[src/sv/owtr_pkg.sv]
`timescale 1ns / 1ps
// ----------------------------------------------------------------------------
// owtr_pkg
// Shared constants for the one-wire temperature reader: counter widths,
// command codes, register indexes and the ROM/function command bytes.
// ----------------------------------------------------------------------------
package owtr_pkg;

  // width of the phase tick counter
  localparam int TICK_COUNT_WIDTH = 16;
  // width of the configuration registers
  localparam int CFG_WIDTH = 16;
  // compare width wide enough for counter + 1 and for any duration
  localparam int CMP_WIDTH =
    ((TICK_COUNT_WIDTH > CFG_WIDTH) ? TICK_COUNT_WIDTH : CFG_WIDTH) + 1;

  // command codes
  typedef enum logic [1:0] {
    CMD_TICK    = 2'd0,
    CMD_CONVERT = 2'd1,
    CMD_READOUT = 2'd2,
    CMD_UNUSED  = 2'd3
  } cmd_t;

  // configuration register indexes
  typedef enum logic [1:0] {
    REG_RESET_LOW = 2'd0,
    REG_SHORT     = 2'd1,
    REG_SLOT      = 2'd2,
    REG_GAP       = 2'd3
  } cfg_reg_t;

  // bus command bytes
  localparam logic [7:0] BYTE_SKIP_ROM = 8'hCC;
  localparam logic [7:0] BYTE_CONVERT  = 8'h44;
  localparam logic [7:0] BYTE_READ_PAD = 8'hBE;

  // reset values of the timing registers
  localparam logic [CFG_WIDTH-1:0] RESET_LOW_DEFAULT = 16'd480;
  localparam logic [CFG_WIDTH-1:0] SHORT_DEFAULT     = 16'd5;
  localparam logic [CFG_WIDTH-1:0] SLOT_DEFAULT      = 16'd60;
  localparam logic [CFG_WIDTH-1:0] GAP_DEFAULT       = 16'd500;

endpackage

[src/sv/onewire_temperature_reader.sv]
`timescale 1ns / 1ps
// ----------------------------------------------------------------------------
// onewire_temperature_reader
// One-wire bus master for a single temperature sensor. Every input item is
// one timer tick: the sequencer advances one step, drives or releases the
// line and samples it in read slots. Readouts report tenths of a degree.
//
//   channel  handshake              payload
//   -------  ---------------------  ---------------------------------------
//   in       in_valid / in_stall    command, bus_level
//   out      out_valid / out_stall  drive_low, busy_res, result_valid,
//                                   raw_reading, temperature_tenths
//   cfg      cfg_valid / cfg_ready  cfg_index, cfg_data
//
// One item per clock cycle while in_stall is low; its result is ready in the
// output register in the cycle after acceptance. All work for a tick is one
// pass of sequencer logic between the state and the output registers.
// Reset (synchronous) restores the default timings and an idle sequencer.
// in_stall rises only while a result sits in the output register and
// out_stall holds it; cfg_ready is always high.
// ----------------------------------------------------------------------------
module onewire_temperature_reader
  import owtr_pkg::*;
(
  input  logic                  clk,
  input  logic                  rst,
  // input items
  input  logic                  in_valid,
  output logic                  in_stall,
  input  logic [1:0]            command,
  input  logic                  bus_level,
  // result items
  output logic                  out_valid,
  input  logic                  out_stall,
  output logic                  drive_low,
  output logic                  busy_res,
  output logic                  result_valid,
  output logic [15:0]           raw_reading,
  output logic [15:0]           temperature_tenths,
  // configuration writes
  input  logic                  cfg_valid,
  output logic                  cfg_ready,
  input  logic [1:0]            cfg_index,
  input  logic [CFG_WIDTH-1:0]  cfg_data
);

  typedef enum logic [3:0] {
    PH_IDLE    = 4'd0,
    PH_RST_LOW = 4'd1,
    PH_RST_REL = 4'd2,
    PH_GAP     = 4'd3,
    PH_WR_LOW  = 4'd4,
    PH_WR_HIGH = 4'd5,
    PH_RD_LOW  = 4'd6,
    PH_RD_REL  = 4'd7,
    PH_RD_REC  = 4'd8
  } phase_t;

  localparam logic [TICK_COUNT_WIDTH-1:0] CNT_MAX = '1;

  // timing registers
  logic [CFG_WIDTH-1:0] reset_low_ticks;
  logic [CFG_WIDTH-1:0] short_ticks;
  logic [CFG_WIDTH-1:0] slot_ticks;
  logic [CFG_WIDTH-1:0] gap_ticks;

  // sequencer state
  phase_t                      phase, phase_next;
  logic [TICK_COUNT_WIDTH-1:0] tick_count, tick_count_next;
  logic [2:0]                  bit_index, bit_index_next;
  logic [1:0]                  byte_index, byte_index_next;
  logic [7:0]                  shift_byte, shift_byte_next;
  logic [7:0]                  low_byte, low_byte_next;
  logic                        readout_mode, readout_mode_next;
  logic [15:0]                 last_raw, last_raw_next;

  // per-tick results
  logic                 drive_next;
  logic                 busy_next;
  logic                 valid_next;
  logic [15:0]          tenths_next;
  logic [19:0]          scaled;
  logic [CFG_WIDTH-1:0] phase_len;
  logic                 done;
  logic                 in_accept;
  logic                 start;
  phase_t               phase_start;

  assign cfg_ready = 1'b1;
  assign in_stall  = out_valid & out_stall;
  assign in_accept = in_valid & ~in_stall;

  // a command in idle starts with the first reset-low tick
  assign start       = (phase == PH_IDLE) &&
                       (command == CMD_CONVERT || command == CMD_READOUT);
  assign phase_start = start ? PH_RST_LOW : phase;

  // duration of the current phase
  always_comb begin
    unique case (phase_start)
      PH_RST_LOW: phase_len = reset_low_ticks;
      PH_RST_REL: phase_len = short_ticks;
      PH_GAP:     phase_len = gap_ticks;
      PH_WR_LOW:  phase_len = shift_byte[0] ? short_ticks : slot_ticks;
      PH_WR_HIGH: phase_len = shift_byte[0] ? slot_ticks : short_ticks;
      PH_RD_LOW:  phase_len = short_ticks;
      PH_RD_REL:  phase_len = short_ticks;
      default:    phase_len = slot_ticks;
    endcase
  end

  // one sequencer step for the current tick
  always_comb begin
    phase_next        = phase;
    tick_count_next   = tick_count;
    bit_index_next    = bit_index;
    byte_index_next   = byte_index;
    shift_byte_next   = shift_byte;
    low_byte_next     = low_byte;
    readout_mode_next = readout_mode;
    last_raw_next     = last_raw;
    drive_next        = 1'b0;
    busy_next         = 1'b0;
    valid_next        = 1'b0;
    done              = 1'b0;

    // a command in idle starts with the first reset-low tick
    if (start) begin
      phase_next        = PH_RST_LOW;
      tick_count_next   = '0;
      bit_index_next    = '0;
      byte_index_next   = '0;
      shift_byte_next   = BYTE_SKIP_ROM;
      readout_mode_next = (command == CMD_READOUT);
    end

    if (phase_next != PH_IDLE) begin
      busy_next  = 1'b1;
      drive_next = (phase_next == PH_RST_LOW) || (phase_next == PH_WR_LOW) ||
                   (phase_next == PH_RD_LOW);
      done = ((CMP_WIDTH'(tick_count_next) + CMP_WIDTH'(1)) >= CMP_WIDTH'(phase_len)) ||
             (tick_count_next == CNT_MAX);
      tick_count_next = tick_count_next + 1'b1;
      if (done) begin
        tick_count_next = '0;
        unique case (phase_next)
          PH_RST_LOW: phase_next = PH_RST_REL;
          PH_RST_REL: phase_next = PH_GAP;
          PH_GAP:     phase_next = PH_WR_LOW;
          PH_WR_LOW:  phase_next = PH_WR_HIGH;
          PH_WR_HIGH: begin
            bit_index_next = bit_index_next + 1'b1;
            if (bit_index_next != 3'd0) begin
              shift_byte_next = shift_byte_next >> 1;
              phase_next      = PH_WR_LOW;
            end else begin
              byte_index_next = byte_index_next + 1'b1;
              if (byte_index_next == 2'd1) begin
                shift_byte_next = readout_mode_next ? BYTE_READ_PAD : BYTE_CONVERT;
                phase_next      = PH_WR_LOW;
              end else if (readout_mode_next) begin
                byte_index_next = 2'd2;
                shift_byte_next = '0;
                phase_next      = PH_RD_LOW;
              end else begin
                phase_next = PH_IDLE;
              end
            end
          end
          PH_RD_LOW: phase_next = PH_RD_REL;
          PH_RD_REL: begin
            // sample on the last released tick, bits arrive lsb first
            shift_byte_next = {bus_level, shift_byte_next[7:1]};
            phase_next      = PH_RD_REC;
          end
          default: begin
            bit_index_next = bit_index_next + 1'b1;
            if (bit_index_next != 3'd0) begin
              phase_next = PH_RD_LOW;
            end else if (byte_index_next == 2'd2) begin
              low_byte_next   = shift_byte_next;
              shift_byte_next = '0;
              byte_index_next = 2'd3;
              phase_next      = PH_RD_LOW;
            end else begin
              last_raw_next = {shift_byte_next, low_byte_next};
              valid_next    = 1'b1;
              phase_next    = PH_IDLE;
            end
          end
        endcase
      end
    end
  end

  // tenths of a degree: (raw * 10 + 8) >> 4
  assign scaled      = ({4'd0, last_raw_next} << 3) + ({4'd0, last_raw_next} << 1) + 20'd8;
  assign tenths_next = scaled[19:4];

  // state, configuration and output register
  always_ff @(posedge clk) begin
    if (rst) begin
      reset_low_ticks <= RESET_LOW_DEFAULT;
      short_ticks     <= SHORT_DEFAULT;
      slot_ticks      <= SLOT_DEFAULT;
      gap_ticks       <= GAP_DEFAULT;
      phase           <= PH_IDLE;
      tick_count      <= '0;
      bit_index       <= '0;
      byte_index      <= '0;
      shift_byte      <= '0;
      low_byte        <= '0;
      readout_mode    <= 1'b0;
      last_raw        <= '0;
      out_valid       <= 1'b0;
    end else begin
      if (cfg_valid && cfg_ready) begin
        unique case (cfg_index)
          REG_RESET_LOW: reset_low_ticks <= cfg_data;
          REG_SHORT:     short_ticks     <= cfg_data;
          REG_SLOT:      slot_ticks      <= cfg_data;
          REG_GAP:       gap_ticks       <= cfg_data;
          default:       ;
        endcase
      end
      if (in_accept) begin
        phase        <= phase_next;
        tick_count   <= tick_count_next;
        bit_index    <= bit_index_next;
        byte_index   <= byte_index_next;
        shift_byte   <= shift_byte_next;
        low_byte     <= low_byte_next;
        readout_mode <= readout_mode_next;
        last_raw     <= last_raw_next;
        out_valid    <= 1'b1;
      end else if (!out_stall) begin
        out_valid <= 1'b0;
      end
    end
  end

  // result payload
  always_ff @(posedge clk) begin
    if (in_accept) begin
      drive_low          <= drive_next;
      busy_res           <= busy_next;
      result_valid       <= valid_next;
      raw_reading        <= last_raw_next;
      temperature_tenths <= tenths_next;
    end
  end

endmodule
[config.mk]
export PLATFORM = sky130hd
export DESIGN_NAME = onewire_temperature_reader
export DESIGN_NICKNAME = d
export VERILOG_FILES = /design/src/sv/owtr_pkg.sv /design/src/sv/onewire_temperature_reader.sv
export SDC_FILE = /design/constraint.sdc
export NUM_CORES = 1
export LEC_CHECK = 0
export BUFFER_PORTS_ARGS = -buffer_cell sky130_fd_sc_hd__buf_2
export CAP_MARGIN = 10
export CORE_MARGIN = 4
export CORE_UTILIZATION = 50
export CTS_BUF_LIST = sky130_fd_sc_hd__clkbuf_8
export DETAILED_ROUTE_END_ITERATION = 8
export GPL_ROUTABILITY_DRIVEN = 0
export PLACE_DENSITY = 0.68
export REMOVE_ABC_BUFFERS = 1
export SLEW_MARGIN = 20
export SYNTH_ARGS = -nofsm -noshare
export SYNTH_HDL_FRONTEND = slang
export SYNTH_SLANG_ARGS = --single-unit
[constraint.sdc]
create_clock -name clk -period 17.7 [get_ports clk]
set_input_delay 2.655 -clock clk [delete_from_list [all_inputs] [get_ports clk]]
set_output_delay 2.655 -clock clk [all_outputs]
set_load 0.05 [all_outputs]
==> results of run 1 <==
stage by stage:
step,instance area [µm²],hold WS (ps)
floorplan,8087,429.8
global placement,8753,442.1
global route,9119,472.1
detailed placement,8753,446.7
finish,9119,460.9
CTS,9114,459.6
worst min-delay path: cells and delay by family, from the launching register on:
family	cells	cell delay, ps
AO/OA/AOI/OAI	1	50
flip-flops	1	320
AND/OR/NAND/NOR	1	50
per-layer routing:
layer | wire [µm] | part of all wire (%) | vias to the layer above | track usage, %
li1 | - | - | 3475 | -
met1 | 9651 | 49 | 3279 | 31.05
met2 | 8668 | 44 | 198 | 32.83
met3 | 1153 | 5.8 | 25 | 4.338
met4 | 308 | 1.6 | 0 | 7.373
met5 | 0 | 0 | - | 0
final cells by class:
class                   instances  area share (%)
clock buffers                  17           2.566
well taps                     216           2.964
repair buffers                 71           4.171
multi-input cells             720           49.60
clock inverters                15           1.386
flip-flops and latches        158           38.53
inverters                      19          0.7821
registers in the layout, summed over array words and instances, names as in the netlist, 2 cells and up:
| signal | flops |
|---|---|
| raw_reading | 16 |
| shift_byte | 8 |
| bit_index | 3 |
| gap_ticks | 16 |
| low_byte | 8 |
| slot_ticks | 16 |
| phase | 4 |
| reset_low_ticks | 16 |
| byte_index | 2 |
| temperature_tenths | 16 |
| last_raw | 16 |
| tick_count | 16 |
| short_ticks | 16 |
power groups by stage:
stage	Combinational (W)	Clock (W)	Sequential (W)
2_1_floorplan	0.0000448	0	0.000405
3_3_place_gp	0.0000903	0	0.000392
3_5_place_dp	0.0000909	0	0.000392
4_1_cts	0.0000914	0.000257	0.000384
5_1_grt	0.000100	0.000271	0.000385
6_report	0.0000915	0.000250	0.000383
worst max-delay path by stage:
stage,end,slack (ps),from
5_1_grt,temperature_tenths[15],7650,command[0]
4_1_cts,temperature_tenths[15],8360,command[0]
3_3_place_gp,temperature_tenths[15],8100,command[0]
2_1_floorplan,temperature_tenths[14],8190,command[0]
3_5_place_dp,temperature_tenths[15],7890,command[0]
6_report,temperature_tenths[15],8250,command[0]
cell families after synthesis:
| group | after synthesis |
|---|---|
| XOR/XNOR | 25 |
| adder cells (fa/ha/maj) | 51 |
| flip-flops | 158 |
| AND/OR/NAND/NOR | 383 |
| multiplexers | 44 |
| other | 1 |
| buffers and inverters | 75 |
| AO/OA/AOI/OAI | 216 |
cells in the final DEF, fill, tap and decap left out, drive strengths merged, types with 5 or more instances in the layout:
cell and count:
or2 5, clkbuf 17, dfxtp 123, inv 27
edfxtp 35, and2 10, a22o 17, buf 71
nand3 45, xnor2 21, and3 6, a21oi 89
a211oi 6, nand4 10, o211ai 10, mux2i 29
mux2 15, ha 50, o21ai 25, nor2 77
nand2 190, a31oi 5, a21o 8, a221oi 17
nor3 15
==> metrics.md, run 1 <==
| Metric | Value |
|---|---|
| Max-cap violations | `0` |
| Via density | `5.738` |
| Place WS | `7886 ps` |
| Switching Power | `0.0002207 W` |
| CP startpoint kind | `input port` |
| Rel. slew slack | `a little over a third` |
| CP required | `17910 ps` |
| Synth area leaders | `dfxtp_1, edfxtp_1, nand2_1, ha_1, a21oi_1` |
| Adder-cell share of the synthesized area | `around 7.8%` |
| Worst hold path class | `reg2reg` |
| CTS resizes | `0` |
| DRC Markers | `0` |
| Post-DP HPWL | `13290 µm` |
| Worst Tran Pin Value | `between 900 and 1000 ps` |
| CP max-delay cell | `o41a_1` |
| Initial DRC Count | `between 500 and 600` |
| Port buffer count | `62` |
| DRT antenna net count | `0` |
| Worst hold start | `short_ticks[9]` |
| PnR worst setup slack | `8251 ps` |
| Multi-input logic area | `0.004523 mm²` |
| Fin util | `56.58%` |
| Die Y-Extent | `137.0 µm` |
| Initial antenna violation count | `0` |
| First-pass GRT wire length | `32530 µm` |
| Final layout net count | `1064` |
| Status | `complete, no violations` |
| Die X | `~140 µm` |
| # diodes | `0` |
| Via Count | `6977` |
| Clk root buf | `clkbuf_8` |
| Worst path buffer plus inverter count | `3` |
| Final Hold Viols | `0` |
| Top cell type by total area after synthesis | `dfxtp_1` |
| CP Class | `in2reg` |
| Share of the synthesized area in the top cell type | `29.61%` |
| Row count | `46` |
| Total Routed Length | `roughly 20000 µm` |
| Register Area | `0.003513 mm²` |
| RSZ-0062 raised after global routing | `no` |
| Reg2reg setup slack | `9980 ps` |
| GRT overflow | `0` |
| Clock latency on the worst-skew pair | `460 ps` |
| TritonRoute pass-1 iters | `5` |
| Crit-path leading delay family | `compound AO/OA/AOI/OAI gates` |
| Core area | `0.01612 mm²` |
| I/O pins | `64` |
| Placed insts | `1184` |
| Power Internal | `approximately 0.00050 W` |
| Max incr delay on CP | `580 ps` |
| Syn Area/Cell | `8.727 µm²` |
| Synthesized cell area | `approximately 0.0083 mm²` |
| Tmin final | `9449 ps` |
| Number of max-slew violations in the final report | `0` |
| Asr flop ratio synth | `0%` |
| Pleak | `3.856 nW` |
| Clock share of power | `roughly a third` |
| Final setup fails | `0` |
| CP endpoint kind | `register` |
| EDFF count, synth | `35` |
| Setup Buffers After CTS | `0` |
| Clk pin slew, worst setup/hold paths | `90 ps` |
| Max Buffers Root-to-Sink | `2` |
| Most common library cells after synthesis | `nand2_1, dfxtp_1, a21oi_1, nor2_1, ha_1` |
| CTS tree | `yes` |
| FF-to-FF End | `temperature_tenths[15]` |
| Initial core utilization | `between 50% and 60%` |
| Total Neg Setup Slack | `0 ps` |
| Final Cycle Share | `53.39%` |
| YS warnings | `0` |
| Synth Area in XOR/XNOR | `2.633%` |
| Data arrival, critical path | `9660 ps` |
| Layout cells sized above 1 | `between 10% and 20%` |
| Cts bufs inserted | `17` |
| Max Freq | `105.8 MHz` |
| Die area | `0.01876 mm²` |
| Worst r2r src | `phase[1]` |
| Largest family of logic cells by synthesized area | `simple AND/OR/NAND/NOR gates` |
| Largest net degree at the start of global routing | `67` |
| Hold Path Sink | `short_ticks[9]` |
| Most used cell along the critical path | `ha_1` |
| Synth Area in Simple Gates | `20.49%` |
| Yosys reg bits | `158` |
| WL/cell | `16.27 µm` |
| Critical path depth in cells | `28` |
| CTS H-tree depth | `4` |
| Hold_buf cts | `0` |
| R2R cell count | `25` |
| Worst Path Max Fanout | `25` |
| PD cells | `79.53 mW/mm²` |
| Mapped Cells | `953` |
| Total power | `0.0007252 W` |
| Sw frac | `30.43%` |
| Final clock skew | `15.44 ps` |
| Vias in the first global route | `about 6500` |
| Share of power burned in registers | `52.9%` |
| Compound-Gate Fraction of Synth Area | `between 10% and 20%` |
| Share of total power in combinational logic | `approximately an eighth` |
| Non-Filler Instances | `1216` |
| GRT Overall Usage | `a little over a fifth` |
| Synth Flop Type | `dfxtp_1` |
| Fill count | `1512` |
| Mux share of post-synthesis cell area | `5.521%` |
| Post-synthesis sequential area ratio | `42.24%` |
| Max VDD drop | `0.04979 mV` |
| Cell variety after synth | `77` |
| Clock Sinks | `158` |
| Hold path depth | `2` |
| Most common cell in the netlist | `nand2_1` |
| Layout area overhead | `9.644%` |
(Power assumes the default switching activity.)
==> run 2, diff against run 1 <==
PLACE_DENSITY = 0.71   (was 0.68)
clock period = 7.61 ns   (was 17.7 ns; I/O delays follow)
==> run 2 against run 1 <==
  * Final area up 1.0%
  * Sequential power grew 130%
  * Sequential cell count unchanged
  * Highest routed layer unchanged
==> metrics.md, run 2 (synthesis results as in run 1) <==
| Metric | Value |
|---|---|
| Vias in the first global route | `6276` |
| Final setup fails | `0` |
| Most used cell along the critical path | `ha_1` |
| Clock latency on the worst-skew pair | `460 ps` |
| PD cells | `between 150 and 200 mW/mm²` |
| RSZ-0062 raised after global routing | `no` |
| First-pass GRT wire length | `31990 µm` |
| Hold_buf cts | `0` |
| CP endpoint kind | `register` |
| Layout cells sized above 1 | `about 14%` |
| Die area | `0.01876 mm²` |
| Worst hold path class | `reg2reg` |
| GRT overflow | `0` |
| TritonRoute pass-1 iters | `5` |
| Data arrival, critical path | `7360 ps` |
| Leading cell type in the layout, fill and taps excluded | `nand2_1` |
| Row count | `46` |
| Max Freq | `~140 MHz` |
| Register Area | `0.003513 mm²` |
| Pleak | `around 3.9 nW` |
| Initial DRC Count | `666` |
| # diodes | `0` |
| DRC Markers | `0` |
| WL/cell | `about 16 µm` |
| Cts bufs inserted | `17` |
| Worst path buffer plus inverter count | `3` |
| CP startpoint kind | `input port` |
| Via density | `5.749` |
| DRT antenna net count | `0` |
| Setup Buffers After CTS | `0` |
| CP Class | `in2reg` |
| Clk pin slew, worst setup/hold paths | `90 ps` |
| Layout area overhead | `10.76%` |
| PnR worst setup slack | `about 470 ps` |
| Initial core utilization | `51.61%` |
| Core area | `0.01612 mm²` |
| Max Buffers Root-to-Sink | `2` |
| Tmin final | `7143 ps` |
| Max-cap violations | `0` |
| Largest net degree at the start of global routing | `53` |
| I/O pins | `64` |
| Die X | `between 100 and 150 µm` |
| Area after DPL | `approximately 0.0088 mm²` |
| Fill count | `1479` |
| Final Cycle Share | `93.86%` |
| CP max-delay cell | `o41a_1` |
| Worst Tran Pin Value | `approximately 1100 ps` |
| CP required | `7830 ps` |
| Post-DP HPWL | `13110 µm` |
| Final layout net count | `around 1100` |
| Die Y-Extent | `137.0 µm` |
| GRT Overall Usage | `between 20% and 30%` |
| Via Count | `7025` |
| Design Area, Final | `0.009211 mm²` |
| CTS tree | `yes` |
| Number of max-slew violations in the final report | `0` |
| Clock Sinks | `around 160` |
| Clk root buf | `clkbuf_8` |
| Multi-input logic area | `around 0.0045 mm²` |
| Max VDD drop | `approximately 0.16 mV` |
| Worst Path Max Fanout | `10` |
| CTS resizes | `0` |
| Port buffer count | `between 60 and 70` |
| Total Routed Length | `19450 µm` |
| Worst Hold Slack | `456.7 ps` |
| Total power | `0.001722 W` |
| Final Hold Viols | `0` |
| Final clock skew | `16.75 ps` |
| CTS H-tree depth | `4` |
| Max incr delay on CP | `460 ps` |
| Total Neg Setup Slack | `0 ps` |
| Initial antenna violation count | `0` |
| Status | `complete, no violations` |
| Most frequent cells in the layout | `nand2_1, dfxtp_1, a21oi_1` |
| Rel. slew slack | `between 20 and 30%` |
| Crit-path leading delay family | `compound AO/OA/AOI/OAI gates` |
| Place WS | `around 29 ps` |
## run 2: cell types whose count changed in the layout (fill, tap and decap cells not counted), sizes merged
cell	delta
buf	+6
bufinv	+1
clkbuf	+3
clkinvlp	-2
inv	-2
## run 2: report_power, final
group | internal [W] | switching [W] | total, W
combinational | 0.0000645 | 0.000157 | 0.000221
clock | 0.000287 | 0.000321 | 0.000608
sequential | 0.000880 | 0.0000119 | 0.000892
total | 0.00123 | 0.000490 | 0.00172
## run 2: cell type report
type / instances / area share (%)
clock buffers: 20 / 2.988
flip-flops and latches: 158 / 38.14
repair buffers: 77 / 4.890
multi-input cells: 720 / 49.13
well taps: 216 / 2.934
clock inverters: 12 / 1.141
inverters: 19 / 0.7742
## run 2: tightest hold or removal path, stage by stage, from the launching register on
cell and delay, ps:
dfxtp_1 320, nand2_1 50, a21oi_1 50
## run 2: metal layers
layer	vias up	part of all wire, %	global-route usage [%]
met5	-	0	0
met4	0	0.88	4.767
met3	20	5.6	4.412
met2	206	43	30.11
met1	3307	50	32.81
li1	3492	-	-
## run 2: worst paths after layout
| check | from | endpoint | slack, ps | depth (start not counted) |
|---|---|---|---|---|
| setup / recovery | command[0] | temperature_tenths[15] | 470 | 27 |
| hold / removal | short_ticks[13] | short_ticks[13] | 460 | 2 |
| setup reg to reg | phase[0] | temperature_tenths[15] | 550 | 25 |
| hold reg to reg | short_ticks[13] | short_ticks[13] | 460 | 2 |
## run 2: through the flow
step	util [%]	std cells
2_1_floorplan	-	897
3_3_place_gp	54.76	1190
3_5_place_dp	54.76	1190
4_1_cts	57.12	1222
5_1_grt	57.16	1222
6_report	57.16	1222
